`src/rtl/core/triangle_zbuffer_rasterizer_macros.svh`:
```
// ----------------------------------------------------------------------------
// Triangle rasterizer assertion macros
// Shared concurrent assertion forms, clocked on i_clk, disabled in reset.
// ----------------------------------------------------------------------------
`ifndef TRIANGLE_ZBUFFER_RASTERIZER_MACROS_SVH
`define TRIANGLE_ZBUFFER_RASTERIZER_MACROS_SVH

// Same-cycle implication.
`define TZR_ASSERT_IMP(lbl, ante, cons, msg) \
    lbl: assert property (@(posedge i_clk) disable iff (!i_rst_n) (ante) |-> (cons)) \
        else $error(msg);

// Next-cycle implication.
`define TZR_ASSERT_NXT(lbl, ante, cons, msg) \
    lbl: assert property (@(posedge i_clk) disable iff (!i_rst_n) (ante) |=> (cons)) \
        else $error(msg);

`endif

```
`src/rtl/core/tzr_pkg.sv`:
```
// ----------------------------------------------------------------------------
// tzr_pkg
// Constants, request codes and controller/datapath interface types.
// ----------------------------------------------------------------------------
`default_nettype none

package tzr_pkg;

    localparam int SCREEN_WIDTH  = 128;
    localparam int SCREEN_HEIGHT = 128;
    localparam int PIXEL_COUNT   = SCREEN_WIDTH * SCREEN_HEIGHT;
    localparam int ADDR_W        = $clog2(PIXEL_COUNT);
    localparam int X_W           = $clog2(SCREEN_WIDTH);
    localparam int Y_W           = $clog2(SCREEN_HEIGHT);

    localparam int COORD_W = 16;
    localparam int Z_W     = 24;
    localparam int GRAY_W  = 8;
    localparam int CNT_W   = 15;
    localparam int COLOR_W = 32;
    localparam int REQ_W   = 2;

    // Bounding box coordinates in whole pixels, signed.
    localparam int BOX_W   = 13;
    // Edge function operands, products and results.
    localparam int DIF_W   = COORD_W + 1;
    localparam int PROD_W  = 2 * DIF_W;
    localparam int EDGE_W  = PROD_W + 1;
    // Weight times depth, split in a low and a high part.
    localparam int LO_W    = 18;
    localparam int MPROD_W = LO_W + Z_W;
    localparam int NUM_W   = EDGE_W + Z_W;
    localparam int Q_W     = Z_W + 1;
    localparam int DIV_STEPS = Q_W;
    localparam int MAC_STEPS = 6;
    localparam int FN_STEPS  = 3;
    localparam int STEP_W    = 5;

    localparam int RAM_W = 1 + GRAY_W + Z_W;

    localparam logic [Z_W-1:0]     DEPTH_MAX  = '1;
    localparam logic [Z_W-1:0]     NEAR_RESET = Z_W'(655);
    localparam logic [CNT_W-1:0]   COUNT_MAX  = '1;
    localparam logic [GRAY_W-1:0]  ALPHA      = '1;

    typedef enum logic [REQ_W-1:0] {
        REQ_CLEAR = 2'd0,
        REQ_DRAW  = 2'd1,
        REQ_READ  = 2'd2
    } t_req;

    // Edge selector: which vertex pair forms the edge.
    localparam logic [1:0] FN_AREA = 2'd2;

    typedef struct packed {
        logic       in_load;
        logic       setup;
        logic       fn_en;
        logic [1:0] fn_sel;
        logic       fn_vtx;
        logic       w_en;
        logic [1:0] w_sel;
        logic       area_en;
        logic       pix_init;
        logic       pix_next;
        logic       rd_pix;
        logic       rd_req;
        logic       rd_capture;
        logic       cull_set;
        logic       mac_en;
        logic [1:0] mac_sel;
        logic       mac_hi;
        logic       acc_clr;
        logic       acc_add;
        logic       div_init;
        logic       div_step;
        logic       pix_write;
        logic       clr_step;
        logic       out_load;
    } t_dp_cmd;

    typedef struct packed {
        logic culled;
        logic area_zero;
        logic box_empty;
        logic in_tri;
        logic last_pix;
        logic clr_last;
    } t_dp_sts;

endpackage

`default_nettype wire

```
`src/rtl/core/tzr_ctrl.sv`:
```
// ----------------------------------------------------------------------------
// tzr_ctrl
// Request sequencer: clearing pass, triangle setup, per-pixel steps, reads, reply.
// ----------------------------------------------------------------------------
`default_nettype none
`include "triangle_zbuffer_rasterizer_macros.svh"

module tzr_ctrl (
    input  wire logic                    i_clk,
    input  wire logic                    i_rst_n,
    input  wire logic                    i_in_valid,
    output logic                         o_in_stall,
    input  wire logic [tzr_pkg::REQ_W-1:0] i_req_type,
    output logic                         o_out_valid,
    input  wire logic                    i_out_stall,
    output tzr_pkg::t_dp_cmd             o_cmd,
    input  wire tzr_pkg::t_dp_sts        i_sts
);
    import tzr_pkg::*;

    typedef enum logic [14:0] {
        S_CLEAR  = 15'b000000000000001,
        S_IDLE   = 15'b000000000000010,
        S_SETUP  = 15'b000000000000100,
        S_AREA   = 15'b000000000001000,
        S_CHECK  = 15'b000000000010000,
        S_EDGE   = 15'b000000000100000,
        S_TEST   = 15'b000000001000000,
        S_MAC    = 15'b000000010000000,
        S_DIVI   = 15'b000000100000000,
        S_DIV    = 15'b000001000000000,
        S_WRITE  = 15'b000010000000000,
        S_NEXT   = 15'b000100000000000,
        S_RDREQ  = 15'b001000000000000,
        S_RDWAIT = 15'b010000000000000,
        S_DONE   = 15'b100000000000000
    } t_state;

    t_state            r_state, n_state;
    logic [STEP_W-1:0] r_step, n_step;
    logic              r_clr_reply, n_clr_reply;
    logic              r_out_valid, n_out_valid;
    t_dp_cmd           cmd;
    logic              out_free;

    assign out_free = !r_out_valid || !i_out_stall;

    always_comb begin
        n_state     = r_state;
        n_step      = r_step;
        n_clr_reply = r_clr_reply;
        cmd         = '0;
        unique case (r_state)
            S_CLEAR: begin
                cmd.clr_step = 1'b1;
                if (i_sts.clr_last) begin
                    n_state = r_clr_reply ? S_DONE : S_IDLE;
                end
            end
            S_IDLE: begin
                if (i_in_valid) begin
                    cmd.in_load = 1'b1;
                    unique case (t_req'(i_req_type))
                        REQ_CLEAR: begin
                            n_state     = S_CLEAR;
                            n_clr_reply = 1'b1;
                        end
                        REQ_DRAW: n_state = S_SETUP;
                        REQ_READ: n_state = S_RDREQ;
                        default:  n_state = S_DONE;
                    endcase
                end
            end
            S_SETUP: begin
                cmd.setup  = 1'b1;
                cmd.fn_en  = 1'b1;
                cmd.fn_sel = FN_AREA;
                cmd.fn_vtx = 1'b1;
                n_state    = S_AREA;
            end
            S_AREA: begin
                cmd.area_en = 1'b1;
                n_state     = S_CHECK;
            end
            S_CHECK: begin
                if (i_sts.culled) begin
                    cmd.cull_set = 1'b1;
                    n_state      = S_DONE;
                end else if (i_sts.area_zero || i_sts.box_empty) begin
                    n_state = S_DONE;
                end else begin
                    cmd.pix_init = 1'b1;
                    n_step       = '0;
                    n_state      = S_EDGE;
                end
            end
            S_EDGE: begin
                // Products of edge k are registered, their difference lands a step later.
                cmd.fn_en  = (r_step < STEP_W'(FN_STEPS));
                cmd.fn_sel = r_step[1:0];
                cmd.w_en   = (r_step != '0);
                cmd.w_sel  = 2'(r_step - 1'b1);
                cmd.rd_pix = (r_step == '0);
                if (r_step == STEP_W'(FN_STEPS)) begin
                    n_step  = '0;
                    n_state = S_TEST;
                end else begin
                    n_step = r_step + 1'b1;
                end
            end
            S_TEST: begin
                n_state = i_sts.in_tri ? S_MAC : S_NEXT;
            end
            S_MAC: begin
                cmd.mac_en  = (r_step < STEP_W'(MAC_STEPS));
                cmd.mac_sel = r_step[2:1];
                cmd.mac_hi  = r_step[0];
                cmd.acc_clr = (r_step == '0);
                cmd.acc_add = (r_step != '0);
                if (r_step == STEP_W'(MAC_STEPS)) begin
                    n_step  = '0;
                    n_state = S_DIVI;
                end else begin
                    n_step = r_step + 1'b1;
                end
            end
            S_DIVI: begin
                cmd.div_init = 1'b1;
                n_step       = '0;
                n_state      = S_DIV;
            end
            S_DIV: begin
                cmd.div_step = 1'b1;
                if (r_step == STEP_W'(DIV_STEPS - 1)) begin
                    n_step  = '0;
                    n_state = S_WRITE;
                end else begin
                    n_step = r_step + 1'b1;
                end
            end
            S_WRITE: begin
                cmd.pix_write = 1'b1;
                n_state       = S_NEXT;
            end
            S_NEXT: begin
                if (i_sts.last_pix) begin
                    n_state = S_DONE;
                end else begin
                    cmd.pix_next = 1'b1;
                    n_step       = '0;
                    n_state      = S_EDGE;
                end
            end
            S_RDREQ: begin
                cmd.rd_req = 1'b1;
                n_state    = S_RDWAIT;
            end
            S_RDWAIT: begin
                cmd.rd_capture = 1'b1;
                n_state        = S_DONE;
            end
            S_DONE: begin
                if (out_free) begin
                    cmd.out_load = 1'b1;
                    n_clr_reply  = 1'b0;
                    n_state      = S_IDLE;
                end
            end
            default: n_state = S_IDLE;
        endcase
    end

    always_comb begin
        n_out_valid = r_out_valid;
        if (cmd.out_load) begin
            n_out_valid = 1'b1;
        end else if (!i_out_stall) begin
            n_out_valid = 1'b0;
        end
    end

    always_ff @(posedge i_clk) begin
        if (!i_rst_n) begin
            r_state     <= S_CLEAR;
            r_step      <= '0;
            r_clr_reply <= 1'b0;
            r_out_valid <= 1'b0;
        end else begin
            r_state     <= n_state;
            r_step      <= n_step;
            r_clr_reply <= n_clr_reply;
            r_out_valid <= n_out_valid;
        end
    end

    assign o_cmd       = cmd;
    assign o_in_stall  = (r_state != S_IDLE);
    assign o_out_valid = r_out_valid;

    `TZR_ASSERT_NXT(a_accept_leaves_idle, r_state == S_IDLE && i_in_valid,
                    r_state != S_IDLE, "accepted request did not start work")
    `TZR_ASSERT_IMP(a_load_when_free, o_cmd.out_load, !r_out_valid || !i_out_stall,
                    "result register overwritten while still held")
    `TZR_ASSERT_IMP(a_div_bound, r_state == S_DIV, r_step < STEP_W'(DIV_STEPS),
                    "divider ran past its last quotient bit")

endmodule

`default_nettype wire

```
`config.mk`:
```
export PLATFORM = sky130hd
export DESIGN_NAME = tzr_ctrl
export DESIGN_NICKNAME = d
export VERILOG_FILES = /design/src/rtl/core/tzr_pkg.sv /design/src/rtl/core/tzr_ctrl.sv
export VERILOG_INCLUDE_DIRS = /design/src /design/src/rtl/core
export SDC_FILE = /design/constraint.sdc
export NUM_CORES = 1
export LEC_CHECK = 0
export BUFFER_PORTS_ARGS = -buffer_cell sky130_fd_sc_hd__buf_2
export CAP_MARGIN = 20
export CORE_MARGIN = 5
export CORE_UTILIZATION = 55
export CTS_BUF_LIST = sky130_fd_sc_hd__clkbuf_2 sky130_fd_sc_hd__clkbuf_4 sky130_fd_sc_hd__clkbuf_8
export DETAILED_ROUTE_END_ITERATION = 10
export PLACE_DENSITY = 0.82
export SLEW_MARGIN = 20
export SYNTH_ARGS = -nofsm -noshare
export SYNTH_HDL_FRONTEND = slang
export SYNTH_SLANG_ARGS = --single-unit
```
`constraint.sdc`:
```
create_clock -name i_clk -period 2.76 [get_ports i_clk]
set_input_delay 0.276 -clock i_clk [delete_from_list [all_inputs] [get_ports i_clk]]
set_output_delay 0.276 -clock i_clk [all_outputs]
set_load 0.05 [all_outputs]
```
==> results.yml <==
placed_design:
  finalWeightedCongestion: 0.899
  number_of_instances_in_the_placed_design: 284
  placed_cell_area_um2: 1900
  pre_cts_ws_ns: 0.322
  numPortBuffers: 40
  hpwlAfterDp_um: 3520
synth:
  synth_top_flop_cell: "dfxtp_1"
  ys_ff_latch: 22
  synth-seq-area-share: 0.264
  netlist.top_cell.by_area: "dfxtp_1"
  synth_enable_flop_cells: 0
  synth.yosys.warnings: 0
  synth.distinct_cells: 49
  async_reset_ff_frac: 0
  postSynthNetCount: 235
  syn_area_um2: 1670
  syn-mean-instance-area_um2: 7.59
  syn_inst: 220
  post_synth_main_area_contributors: "dfxtp_1, nor2_1, nor3_1, nor4_1, inv_1"
  synth_largest_type_area_fraction: 0.264
setup_path:
  slowest_delay_ns: 0.48
  crit_path_max_fanout: 7
  timing_worst_setup_path_type: "reg2out"
  worstPathCellList: "nor4_2 > buf_4 > nand2_2 > or3_1 > a2111oi_2 > clkbuf_4"
  crit_slowest_cell: "or3_1"
  crit_arrival_ns: 2.39
  end_kind: "output pin"
  worst_ep_required_time_ns: 2.48
  timing.critical_path.from_type: "flip-flop"
cells_and_area:
  flow.area_growth_from_synthesis_pct: 16.2
  finalInstanceArea_um2: 1940
  stdcell_count: 288
  n_antenna_cell: 0
  post_route_cells_drive_above_1_share: 0.275
  final_util: 0.652
  num-nets-final: 272
timing:
  post-route-period-util: 0.967
  timing.final.hold_violations: 0
  slew_headroom: 0.664
  maximum_achievable_frequency_mhz: 374
  finalSetupTns_ns: 0
  timing.final.ws_setup_ns: 0.0897
  holdWs_ns: 0.177
  worst_slew_pin_slew_ns: 0.503
  rsz0062_at_grt: "true"
  timing_max_transition_violations_final: 0
  min_tclk_post_route_ns: 2.67
  post_route_skew_ns: 0.00507
  final_setup_violation_count: 0
global_route:
  grt-ovfl-total: 0
  pin_count_of_the_biggest_net_entering_global_routing: 15
  antenna_found_initial: 0
  grt_usage: 0.227
  vias_in_the_first_global_route: 1682
  grt_pass1_wl_um: 7640
pwr:
  powerDensity_nw_per_um2: 342
  totalPowerFinal_mw: 0.664
  maximum_resistive_drop_on_vdd_v: 0.000171
  power.static_leakage_nw: 0.857
die:
  dieArea_um2: 4240
  ios: 41
  core.rowCount: 20
  start_util: 0.561
  die_width_um: 65.1
  design.core.area_um2: 2980
  die_y_um: 65.1
clock_network:
  insertion_delay_ns: 0.31
  cts.root.buffer_cell: "clkbuf_4"
  clkTransAtPathRegs_ns: 0.11
  cts_tree: "yes"
  cts.htree.levels: 1
  clkSinkCount: 22
  tritoncts.num_buffers: 3
  cts_max_path_buffers: 2
detailed_routing:
  drt-total-wl_um: 4600
  dr.first_iter.drc_count: 148
  route.detailed.wl_per_inst_um: 16.0
  final_antenna_net_count: 0
  detailroute.via_count: 1819
  router_iterations_before_antenna_repair: 5
  viasPerCell: 6.32
  drc_errors: 0
status:
  outcome: "completed"
run:
  maxCapViolCount: 0
worst_hold_path:
  hold_path.class: "in2reg"
## cell usage after synthesis, types with 4 or more instances
master,instances
clkbuf_1,7
nand2b_1,6
a21oi_1,8
and2_1,4
dfxtp_1,22
nand2_1,9
nor4b_1,5
and3_1,4
o211ai_1,4
nand3_1,8
or3_1,5
nand4_1,4
nor3_1,10
inv_1,13
o21ai_0,6
nor2_1,35
nor4_1,8
or4_1,5
## power breakdown
| group | internal [mW] | total, mW | switching, mW |
|---|---|---|---|
| clock | 0.0511 | 0.149 | 0.0980 |
| combinational | 0.0613 | 0.175 | 0.114 |
| sequential | 0.324 | 0.339 | 0.0148 |
## sequential cells by signal (all words and copies together) (netlist names)
signal	flops
o_out_valid	1
r_clr_reply	1
r_state	15
r_step	5
## layout by cell type, fill, tap and decap left out, drive strengths merged, types with 3 or more instances in the layout
cell / synthesis / layout
a211o: 3 / 3
a21oi: 9 / 9
a22oi: 3 / 3
a31oi: 3 / 3
and2: 4 / 4
and3: 4 / 4
buf: 7 / 45
clkbuf: 7 / 4
dfxtp: 22 / 22
ha: 3 / 3
inv: 13 / 13
nand2: 10 / 10
nand2b: 6 / 6
nand3: 8 / 8
nand4: 6 / 6
nand4b: 3 / 3
nor2: 35 / 35
nor3: 14 / 14
nor4: 11 / 11
nor4b: 5 / 5
o211ai: 4 / 4
o21ai: 6 / 6
o22ai: 3 / 3
or3: 5 / 5
or4: 5 / 5
## final cells by class
cell class / count / area [µm²]
Clock buffer: 3 / 22.5
Sequential cell: 22 / 440
Multi-Input combinational cell: 171 / 1140
Tap cell: 33 / 41.3
Fill cell: 280 / 1040
Timing Repair Buffer: 46 / 248
Inverter: 13 / 48.8
## kinds of logic after synthesis
group | Yosys count | share of synthesized area
fa+ha+maj | 3 | 0.0225
xor+xnor | 4 | 0.0210
simple gates | 124 | 0.453
buf+inv | 27 | 0.0742
compound gates | 40 | 0.166
flops | 22 | 0.264
## critical path: cells and delay by family (launching register included)
kind | cells | cell delay [ns]
compound gates | 1 | 0.38
buf+inv | 2 | 0.50
simple gates | 3 | 0.81
flops | 1 | 0.40
## per-layer routing
layer	track usage	vias up	wire length, µm
met5	0	-	0
met4	0.0725	0	82
met3	0.0376	9	404
met2	0.356	88	2050
met1	0.319	830	2070
li1	-	892	-
## final timing paths
| kind | end | from | slack (ns) | cells after the start |
|---|---|---|---|---|
| setup / recovery | o_cmd[10] | r_state[3] | 0.09 | 6 |
| hold / removal | r_state[2] | i_req_type[1] | 0.18 | 2 |
| hold reg to reg | r_clr_reply | r_clr_reply | 0.51 | 2 |
| setup reg to reg | r_step[3] | r_state[4] | 0.47 | 6 |
## what timing repair did
| item | 4_1_cts | 5_1_grt |
|---|---|---|
| pin swaps | 1 | 2 |
| gates resized for setup | 0 | 2 |
| setup endpoints to repair | 1 | 3 |
| buffers inserted | 1 | 0 |
| hold buffers | 0 | 0 |
Note: power is estimated with default switching activity, not from simulation.
